--- src/rtl/core/tscb_pkg.sv ---
// Types and constants shared by the three-state circuit breaker core.
// Holds the breaker mode and event codes, register indexes and state/result records.
// No dependencies.
package tscb_pkg;

  localparam int unsigned TIME_W  = 32;
  localparam int unsigned CNT_W   = 32;
  localparam int unsigned LIM_W   = 16;
  localparam int unsigned PCT_W   = 7;
  localparam int unsigned PROD_W  = CNT_W + PCT_W;
  localparam int unsigned OP_W    = 3;
  localparam int unsigned IDX_W   = 3;
  localparam int unsigned IN_W    = 64;
  localparam int unsigned OUT_W   = 72;

  localparam logic [PCT_W-1:0] PCT_SCALE = 7'd100;

  typedef enum logic [1:0] {
    MODE_CLOSED = 2'd0,
    MODE_OPEN   = 2'd1,
    MODE_HALF   = 2'd2
  } mode_t;

  typedef enum logic [OP_W-1:0] {
    OP_ALLOW       = 3'd0,
    OP_SUCCESS     = 3'd1,
    OP_FAILURE     = 3'd2,
    OP_TIMEOUT     = 3'd3,
    OP_RESET       = 3'd4,
    OP_FORCE_OPEN  = 3'd5,
    OP_FORCE_CLOSE = 3'd6
  } op_t;

  typedef enum logic [IDX_W-1:0] {
    REG_FAIL_LIMIT    = 3'd0,
    REG_SUCCESS_LIMIT = 3'd1,
    REG_OPEN_HOLD     = 3'd2,
    REG_PROBE_LIMIT   = 3'd3,
    REG_WINDOW        = 3'd4,
    REG_SLOW_MS       = 3'd5,
    REG_SLOW_PCT      = 3'd6,
    REG_FAIL_PCT      = 3'd7
  } reg_idx_t;

  typedef struct packed {
    logic [LIM_W-1:0]  fail_count_limit;
    logic [LIM_W-1:0]  success_count_limit;
    logic [TIME_W-1:0] open_hold_ms;
    logic [LIM_W-1:0]  probe_limit;
    logic [TIME_W-1:0] window_ms;
    logic [TIME_W-1:0] slow_ms;
    logic [PCT_W-1:0]  slow_pct_limit;
    logic [PCT_W-1:0]  fail_pct_limit;
  } cfg_t;

  typedef struct packed {
    mode_t             mode;
    logic [TIME_W-1:0] changed_at;
    logic [LIM_W-1:0]  probe_count;
    logic [TIME_W-1:0] window_begin;
    logic [CNT_W-1:0]  window_fails;
    logic [CNT_W-1:0]  win_calls;
    logic [CNT_W-1:0]  fail_streak;
    logic [CNT_W-1:0]  success_streak;
    logic [CNT_W-1:0]  call_total;
    logic [CNT_W-1:0]  slow_total;
    logic [CNT_W-1:0]  slow_den;
    logic              slow_over;
    logic [CNT_W-1:0]  reject_count;
  } state_t;

  typedef struct packed {
    logic [CNT_W-1:0] rejected_total;
    logic [CNT_W-1:0] fail_run;
    logic             state_changed;
    mode_t            breaker_state;
    logic             allowed;
  } result_t;

endpackage

--- src/rtl/core/tscb_step.sv ---
// Next-state and result logic for one breaker event.
// Purely combinational; the caller registers state and result. Uses tscb_pkg.
module tscb_step (
  input  tscb_pkg::state_t                 st_i,
  input  tscb_pkg::cfg_t                   cfg_i,
  input  logic [tscb_pkg::OP_W-1:0]        op_i,
  input  logic [tscb_pkg::TIME_W-1:0]      now_i,
  input  logic [tscb_pkg::TIME_W-1:0]      dur_i,
  output tscb_pkg::state_t                 st_o,
  output tscb_pkg::result_t                res_o
);
  import tscb_pkg::*;

  function automatic state_t enter_mode(state_t s, mode_t m, logic [TIME_W-1:0] now);
    state_t r;
    r = s;
    if (s.mode != m) begin
      r.mode       = m;
      r.changed_at = now;
      if (m == MODE_HALF) begin
        r.probe_count    = '0;
        r.success_streak = '0;
      end
      if (m == MODE_CLOSED) begin
        r.fail_streak    = '0;
        r.success_streak = '0;
        r.window_fails   = '0;
        r.win_calls      = '0;
        r.window_begin   = now;
      end
    end
    return r;
  endfunction

  function automatic state_t window_check(state_t s, cfg_t c, logic [TIME_W-1:0] now);
    state_t r;
    logic [TIME_W-1:0] age;
    r   = s;
    age = now - s.window_begin;
    if (c.window_ms != '0 && age >= c.window_ms) begin
      r.window_begin = now;
      r.window_fails = '0;
      r.win_calls    = '0;
    end
    return r;
  endfunction

  function automatic logic trip_test(state_t s, cfg_t c);
    logic [PROD_W-1:0] fail_lhs, fail_rhs, slow_lhs, slow_rhs;
    logic              trip;
    fail_lhs = PROD_W'(s.window_fails) * PROD_W'(PCT_SCALE);
    fail_rhs = PROD_W'(c.fail_pct_limit) * PROD_W'(s.win_calls);
    slow_lhs = PROD_W'(s.slow_total) * PROD_W'(PCT_SCALE);
    slow_rhs = PROD_W'(c.slow_pct_limit) * PROD_W'(s.slow_den);
    trip = 1'b0;
    if (s.fail_streak >= CNT_W'(c.fail_count_limit)) begin
      trip = 1'b1;
    end
    if (c.fail_pct_limit != '0 && s.win_calls != '0 && fail_lhs >= fail_rhs) begin
      trip = 1'b1;
    end
    if (c.slow_pct_limit != '0 && s.call_total != '0 && s.slow_over &&
        s.slow_den != '0 && slow_lhs >= slow_rhs) begin
      trip = 1'b1;
    end
    return trip;
  endfunction

  state_t            s;
  logic              allowed;
  logic [TIME_W-1:0] since_change;

  assign since_change = now_i - st_i.changed_at;

  always_comb begin
    s       = st_i;
    allowed = 1'b0;
    unique case (op_t'(op_i))
      OP_ALLOW: begin
        unique case (st_i.mode)
          MODE_CLOSED: allowed = 1'b1;
          MODE_OPEN: begin
            if (since_change >= cfg_i.open_hold_ms) begin
              s       = enter_mode(s, MODE_HALF, now_i);
              allowed = 1'b1;
            end else begin
              s.reject_count = s.reject_count + 1'b1;
            end
          end
          default: begin
            if (st_i.probe_count < cfg_i.probe_limit) begin
              s.probe_count = s.probe_count + 1'b1;
              allowed       = 1'b1;
            end else begin
              s.reject_count = s.reject_count + 1'b1;
            end
          end
        endcase
      end
      OP_SUCCESS: begin
        s.call_total     = s.call_total + 1'b1;
        s.fail_streak    = '0;
        s.success_streak = s.success_streak + 1'b1;
        s.win_calls      = s.win_calls + 1'b1;
        s = window_check(s, cfg_i, now_i);
        if (cfg_i.slow_pct_limit != '0 && dur_i > cfg_i.slow_ms) begin
          s.slow_total = s.slow_total + 1'b1;
          if (s.call_total != '0) begin
            s.slow_den  = s.call_total;
            s.slow_over = 1'b1;
          end
        end
        if (s.mode == MODE_HALF && s.success_streak >= CNT_W'(cfg_i.success_count_limit)) begin
          s = enter_mode(s, MODE_CLOSED, now_i);
        end
      end
      OP_FAILURE, OP_TIMEOUT: begin
        s.call_total     = s.call_total + 1'b1;
        s.fail_streak    = s.fail_streak + 1'b1;
        s.success_streak = '0;
        s.win_calls      = s.win_calls + 1'b1;
        s.window_fails   = s.window_fails + 1'b1;
        s = window_check(s, cfg_i, now_i);
        // open only counts; half-open reopens on any bad call
        if (s.mode == MODE_HALF || (s.mode == MODE_CLOSED && trip_test(s, cfg_i))) begin
          s = enter_mode(s, MODE_OPEN, now_i);
        end
      end
      OP_RESET: begin
        s.mode           = MODE_CLOSED;
        s.changed_at     = now_i;
        s.fail_streak    = '0;
        s.success_streak = '0;
        s.window_fails   = '0;
        s.win_calls      = '0;
        s.window_begin   = now_i;
        s.probe_count    = '0;
      end
      OP_FORCE_OPEN:  s = enter_mode(s, MODE_OPEN, now_i);
      OP_FORCE_CLOSE: s = enter_mode(s, MODE_CLOSED, now_i);
      default: ;
    endcase
  end

  assign st_o  = s;
  assign res_o = '{rejected_total: s.reject_count,
                   fail_run:       s.fail_streak,
                   state_changed:  (s.mode != st_i.mode),
                   breaker_state:  s.mode,
                   allowed:        allowed};

endmodule

--- src/rtl/core/three_state_circuit_breaker_core.sv ---
// Three-state circuit breaker core: handshakes, configuration and state registers.
// Instantiates tscb_step for the per-event update. Uses tscb_pkg.
//
// Usage:
//   Input channel in_*: one beat per event. in_tuser carries the operation code,
//   in_tdata carries now_ms and the call duration. Output channel out_*: one result beat
//   per event with allowed, breaker state, change flag, failure run and reject total.
//   Configuration: pulse cfg_we with cfg_index/cfg_wdata; write only while idle.
// Result: registered, presented in the cycle after its input beat is accepted.
// Throughput: one event per cycle when not stalled; breaker state and result register both
//   load in the accepting cycle, the update being a single pass through tscb_step.
// Stall: the result register holds while out_tready is low; in_tready then drops
//   until that beat is taken, and rises again in the same cycle it is taken.
// Reset (rst_n low, synchronous): breaker closed, all counters and times zero,
//   registers back to their defaults, no result pending.
module three_state_circuit_breaker_core (
  input  logic                            clk,
  input  logic                            rst_n,
  input  logic                            in_tvalid,
  output logic                            in_tready,
  // [31:0] now_ms, [63:32] call duration in ms
  input  logic [tscb_pkg::IN_W-1:0]       in_tdata,
  // [2:0] operation
  input  logic [tscb_pkg::OP_W-1:0]       in_tuser,
  output logic                            out_tvalid,
  input  logic                            out_tready,
  // [0] allowed, [2:1] breaker_state, [3] state_changed, [35:4] fail_run,
  // [67:36] rejected_total, [71:68] zero
  output logic [tscb_pkg::OUT_W-1:0]      out_tdata,
  input  logic                            cfg_we,
  input  logic [tscb_pkg::IDX_W-1:0]      cfg_index,
  input  logic [tscb_pkg::TIME_W-1:0]     cfg_wdata
);
  import tscb_pkg::*;

  cfg_t    cfg_r, cfg_nxt;
  state_t  st_r, st_nxt;
  result_t res_nxt;
  result_t res_r;
  logic    out_valid_r;
  logic    in_fire;

  assign in_tready = !out_valid_r || out_tready;
  assign in_fire   = in_tvalid && in_tready;

  tscb_step u_step (
    .st_i  (st_r),
    .cfg_i (cfg_r),
    .op_i  (in_tuser),
    .now_i (in_tdata[TIME_W-1:0]),
    .dur_i (in_tdata[2*TIME_W-1:TIME_W]),
    .st_o  (st_nxt),
    .res_o (res_nxt)
  );

  always_comb begin
    cfg_nxt = cfg_r;
    if (cfg_we) begin
      unique case (reg_idx_t'(cfg_index))
        REG_FAIL_LIMIT:    cfg_nxt.fail_count_limit    = cfg_wdata[LIM_W-1:0];
        REG_SUCCESS_LIMIT: cfg_nxt.success_count_limit = cfg_wdata[LIM_W-1:0];
        REG_OPEN_HOLD:     cfg_nxt.open_hold_ms        = cfg_wdata;
        REG_PROBE_LIMIT:   cfg_nxt.probe_limit         = cfg_wdata[LIM_W-1:0];
        REG_WINDOW:        cfg_nxt.window_ms           = cfg_wdata;
        REG_SLOW_MS:       cfg_nxt.slow_ms             = cfg_wdata;
        REG_SLOW_PCT:      cfg_nxt.slow_pct_limit      = cfg_wdata[PCT_W-1:0];
        REG_FAIL_PCT:      cfg_nxt.fail_pct_limit      = cfg_wdata[PCT_W-1:0];
        default: ;
      endcase
    end
  end

  always_ff @(posedge clk) begin
    if (!rst_n) begin
      cfg_r.fail_count_limit    <= 16'd5;
      cfg_r.success_count_limit <= 16'd3;
      cfg_r.open_hold_ms        <= 32'd30000;
      cfg_r.probe_limit         <= 16'd3;
      cfg_r.window_ms           <= 32'd60000;
      cfg_r.slow_ms             <= 32'd5000;
      cfg_r.slow_pct_limit      <= 7'd50;
      cfg_r.fail_pct_limit      <= 7'd50;
    end else begin
      cfg_r <= cfg_nxt;
    end
  end

  always_ff @(posedge clk) begin
    if (!rst_n) begin
      // all-zero state is the closed breaker
      st_r        <= '0;
      out_valid_r <= 1'b0;
    end else begin
      if (in_fire) begin
        st_r <= st_nxt;
      end
      // hold the result beat until taken
      if (in_fire) begin
        out_valid_r <= 1'b1;
      end else if (out_tready) begin
        out_valid_r <= 1'b0;
      end
    end
  end

  always_ff @(posedge clk) begin
    if (in_fire) begin
      res_r <= res_nxt;
    end
  end

  assign out_tvalid = out_valid_r;
  assign out_tdata  = {(OUT_W - $bits(result_t))'(0), res_r};

  a_ready_only_on_stall: assert property (@(posedge clk) disable iff (!rst_n)
    !in_tready |-> (out_valid_r && !out_tready))
    else $error("input stalled without a pending result");

  a_fire_gives_result: assert property (@(posedge clk) disable iff (!rst_n)
    in_fire |=> out_valid_r)
    else $error("accepted event produced no result");

  a_change_flag: assert property (@(posedge clk) disable iff (!rst_n)
    in_fire |=> (res_r.state_changed == (st_r.mode != $past(st_r.mode))))
    else $error("state_changed disagrees with mode update");

  a_result_mirrors_state: assert property (@(posedge clk) disable iff (!rst_n)
    in_fire |=> (res_r.breaker_state == st_r.mode && res_r.fail_run == st_r.fail_streak &&
                 res_r.rejected_total == st_r.reject_count))
    else $error("result does not match stored state");

  a_idle_state_holds: assert property (@(posedge clk) disable iff (!rst_n)
    !in_fire |=> $stable(st_r))
    else $error("breaker state moved without an event");

endmodule
--- config.mk ---
export PLATFORM = sky130hd
export DESIGN_NAME = three_state_circuit_breaker_core
export DESIGN_NICKNAME = d
export VERILOG_FILES = /design/src/rtl/core/tscb_pkg.sv /design/src/rtl/core/tscb_step.sv /design/src/rtl/core/three_state_circuit_breaker_core.sv
export SDC_FILE = /design/constraint.sdc
export NUM_CORES = 2
export LEC_CHECK = 0
export ABC_AREA = 0
export BUFFER_PORTS_ARGS = -buffer_cell sky130_fd_sc_hd__clkbuf_2
export CORE_MARGIN = 2
export CORE_UTILIZATION = 45
export DETAILED_ROUTE_END_ITERATION = 8
export GPL_TIMING_DRIVEN = 0
export HOLD_SLACK_MARGIN = 0.15
export PLACE_DENSITY = 0.71
export SLEW_MARGIN = 10
export SYNTH_ARGS = -nofsm -noshare
export SYNTH_HDL_FRONTEND = slang
export SYNTH_SLANG_ARGS = --single-unit
export TNS_END_PERCENT = 1
--- constraint.sdc ---
create_clock -name clk -period 23.5 [get_ports clk]
set_clock_uncertainty 0.05 [all_clocks]
set_input_delay 0 -clock clk [delete_from_list [all_inputs] [get_ports clk]]
set_output_delay 0 -clock clk [all_outputs]
set_load 0.01 [all_outputs]
==> run_results.csv <==
group,metric,value,unit
synthesis,synth_fa_ha_area_share,26.74,%
synthesis,synth_area,54570,sq um
die,rows,127,
final_layout,drive_gt1_share,6.449,%
pwr,seqPwrFrac,38.2,%
detailed_routing,wl_per_cell,17.78,um
setup_path,regToRegEndpoint,"st_r[333]",
detailed_routing,final_antenna_net_count,0,
setup_path,r2r_slack,8.90,ns
synthesis,synthSimpleGateAreaFrac,21.67,%
clocking,cts_root_buf,"clkbuf_16",
pwr,p_leak,0.02793,uW
synthesis,synth_compound_area_share,14.36,%
pwr,power_frac_clock,42.7,%
worst_hold_path,hold_depth,4,
global_routing,antenna_found_initial,13,
global_routing,gr-usage-all-layers,24.55,%
clocking,post-cts-setup-buffers,0,
clocking,cts_tree,"yes",
global_routing,grt_use_met3,4.300,%
run_status,status,"finished clean",
clocking,cts.sinks,566,
die,die_h,352.2,um
synthesis,synth_top_family_by_area,"adder cells",
global_routing,first_global_vias,47410,
sta,tightest_slew,1.290,ns
die,core,120100,sq um
detailed_routing,num_vias,48350,
pwr,intPower,1847,uW
clocking,clkLatencyLatePin,0.67,ns
worst_hold_path,hold_start,"in_tdata[13]",
global_routing,use_met2,39.86,%
global_routing,grt_max_degree,34,
pwr,vdd_drop_max,57.00,uV
setup_path,crit_path_end_kind,"register",
placed_design,dp_slack,8.884,ns
setup_path,critical_path.top_delay_family,"compound AO/OA/AOI/OAI gates",
setup_path,critPathBufInv,9,
sta,fin_crit_sh,62.11,%
pwr,power_frac_comb,19.2,%
clocking,clockBufferDepth,3,
sta,max_freq,0.06851,GHz
sta,maxSlewViolCount,0,
synthesis,synth_edf_count,68,
placed_design,dpl.hpwl,120600,um
sta,setup_slack,8.904,ns
pwr,power.density,43.53,nW/um^2
setup_path,cp.required,23.99,ns
global_routing,grt.busiest_layer,"met2",
sta,rsz0062_at_grt,"false",
placed_design,port_buffers,164,
setup_path,reg2reg_from,"st_r[257]",
sta,relSlewSlack,13.09,%
setup_path,r2r_cells,58,
synthesis,ys_seq_area_share,22.01,%
global_routing,overflow,0,
setup_path,critPathLaunchType,"register",
placed_design,globalplace.congestion,0.9342,
sta,layout_min_cycle_time,14.60,ns
setup_path,setup.worst_path.class,"reg -> reg",
setup_path,cp_max_fo,10,
detailed_routing,drcViolationCount,0,
sta,hold_viol_final,0,
final_layout,fin_nets,8136,
sta,setup_viol,0,
setup_path,slowest_delay,0.69,ns
synthesis,syn-mean-instance-area,8.135,sq um
flow_run,maxCapViolCount,0,
die,ios,181,
die,initial_utilization,45.43,%
synthesis,yosysWarnings,0,
die,die_w,352.2,um
synthesis,synth_mux_area_share,1.048,%
setup_path,arrival,15.09,ns
pwr,switching_power,815.4,uW
synthesis,async_reset_ff_share,0,%
worst_hold_path,whs_endpoint,"st_r[270]",
synthesis,ys_ff_latch,566,
final_layout,area_delta_synth_final,12.08,%
detailed_routing,routed_via_density,5.524,
sta,whs,0.1872,ns
synthesis,synth-xor-area-share,6.452,%
clocking,tritoncts.num_buffers,70,
sta,finalSetupTns,0,ns
final_layout,utilization,50.92,%
pwr,p_sw_share,30.63,%
synthesis,synth_ff_type,"dfxtp_1",
synthesis,synth_cells,6708,
setup_path,crit_path_top_delay_cell,"clkbuf_1",
clocking,cts-htree-levels,3,
global_routing,grt_util_met1,32.79,%
worst_hold_path,hp-class,"in -> reg",
die,die-area,124100,sq um
detailed_routing,dr.pass1.iters,6,
detailed_routing,drt_iter0_drc,3760,
synthesis,ys_types,99,
global_routing,grt_pass1_wl,248700,um
detailed_routing,wl,155600,um
clocking,clk_pin_slew,0.06,ns
==> cells by family (layout without fill, tap and decap cells) <==
family,count (synthesis),after routing
simple gates,2398,2398
compound gates,1246,1246
buf+inv,1084,1506
fa+ha+maj,954,954
flops,566,566
xor+xnor,402,402
mux,57,57
other cells,1,11
==> repair_timing <==
| action | CTS | global route |
|---|---|---|
| hold buffers | 126 | 0 |
| resized for setup | 0 | 0 |
| endpoints found under the hold margin | 241 | 0 |
==> routing by layer <==
layer | vias to the layer above | share of wire [%]
met3 | 335 | 7.5
met4 | 6 | 3.7
met5 | - | 0.024
li1 | 23340 | -
met1 | 23050 | 44
met2 | 1609 | 45
==> sequential cells by signal, indices dropped and copies added (netlist names) <==
name	cells
out_tvalid	1
cfg_r	158
out_tdata	68
st_r	339
==> through the flow <==
stage                     instances  cell area (sq um)  total power (uW)
after global placement         8487              57420              1507
final                          8752              61160              2662
after global routing           8751              61160              2770
after detailed placement       8489              57470              1520
after CTS                      8745              61150              2673
after floorplan                6711              54580              1350
==> power groups by stage <==
stage | sequential [uW] | combinational, uW | clock, uW
final | 1020 | 511 | 1140
after global routing | 1020 | 561 | 1190
after CTS | 1020 | 504 | 1150
after detailed placement | 1040 | 484 | 0
after global placement | 1040 | 470 | 0
after floorplan | 1030 | 317 | 0
==> cell usage in the layout (no fill, tap or decap), types with 126 or more instances in the layout <==
cell	Yosys	routed
ha_1	600	600
xor2_1	170	170
clkbuf_2	7	174
clkbuf_1	251	258
fa_1	354	354
dlygate4sd3_1	0	126
inv_1	747	747
xnor2_1	232	232
nand3_1	167	167
nand2_1	890	890
dfxtp_1	498	498
o21ai_0	202	202
and2_1	243	243
nor2_1	422	422
a21oi_1	471	471
==> worst max-delay path by stage <==
stage / slack [ns] / startpoint / to / cells after the start
finish: 8.90 / st_r[257] / st_r[333] / 58
global route: 7.97 / st_r[257] / st_r[333] / 58
CTS: 8.87 / st_r[257] / st_r[335] / 58
detailed placement: 8.88 / st_r[257] / st_r[335] / 58
global placement: 9.03 / st_r[257] / st_r[307] / 58
floorplan: 12.05 / st_r[257] / st_r[306] / 59
==> worst reg2reg max path: cells and delay by family, from the launching register on <==
family	cells	cell delay (ns)
AOI/OAI and AO/OA	27	6.49
xor gates and xnor gates	2	0.27
buffers and inverters	9	1.80
DFF	1	0.33
and+or+nand+nor	11	1.96
adders and majority gates	9	3.59
==> cell usage after synthesis, types with 11 or more instances <==
master    instances  area (sq um)
mux2i_1          56         560.5
dfxtp_1         498          9970
o21ai_0         202          1011
buf_1            17         63.81
xnor2_1         232          2032
edfxtp_1         68          2042
a22oi_1          58         435.4
nor4_1           49         306.5
and3_1           89         556.8
nor3b_1          22         165.2
o21a_1           55         412.9
nor3_2           33         330.3
o211ai_1         33         247.7
or2_2            23         143.9
a21oi_1         471          2357
or4_1            28         210.2
nand3b_1         14         105.1
inv_1           747          2804
xor2_1          170          1489
a21o_1          121         908.4
o31ai_1          42         315.3
a211o_1          17         148.9
fa_1            354          7087
ha_1            600          7507
and4_1           20         175.2
nand3_1         167         835.8
buf_4            15         112.6
clkbuf_1        251         942.2
nand4_1          82         513.0
nor3_1          101         505.5
nor2b_1          52         325.3
or3_1            49         306.5
buf_2            43         215.2
and2_1          243          1520
nand2b_1         70         437.9
a31oi_1          37         231.5
o31a_1           11         96.34
nand2_1         890          3341
nor2_1          422          1584
o21bai_1         16         120.1
a211oi_1         48         360.4
a31o_1           33         289.0
==> final cells by class <==
cell class,instances,area (sq um)
fillers,11300,58970
multi-input cells,5061,38370
flip-flops and latches,566,12010
inverters,748,2808
repair buffers,292,2122
well taps,1612,2017
clock buffers,91,1952
plain buffers,336,1408
clock inverters,39,464.2
diodes,7,17.52
Power figures use the tool's default switching activity.
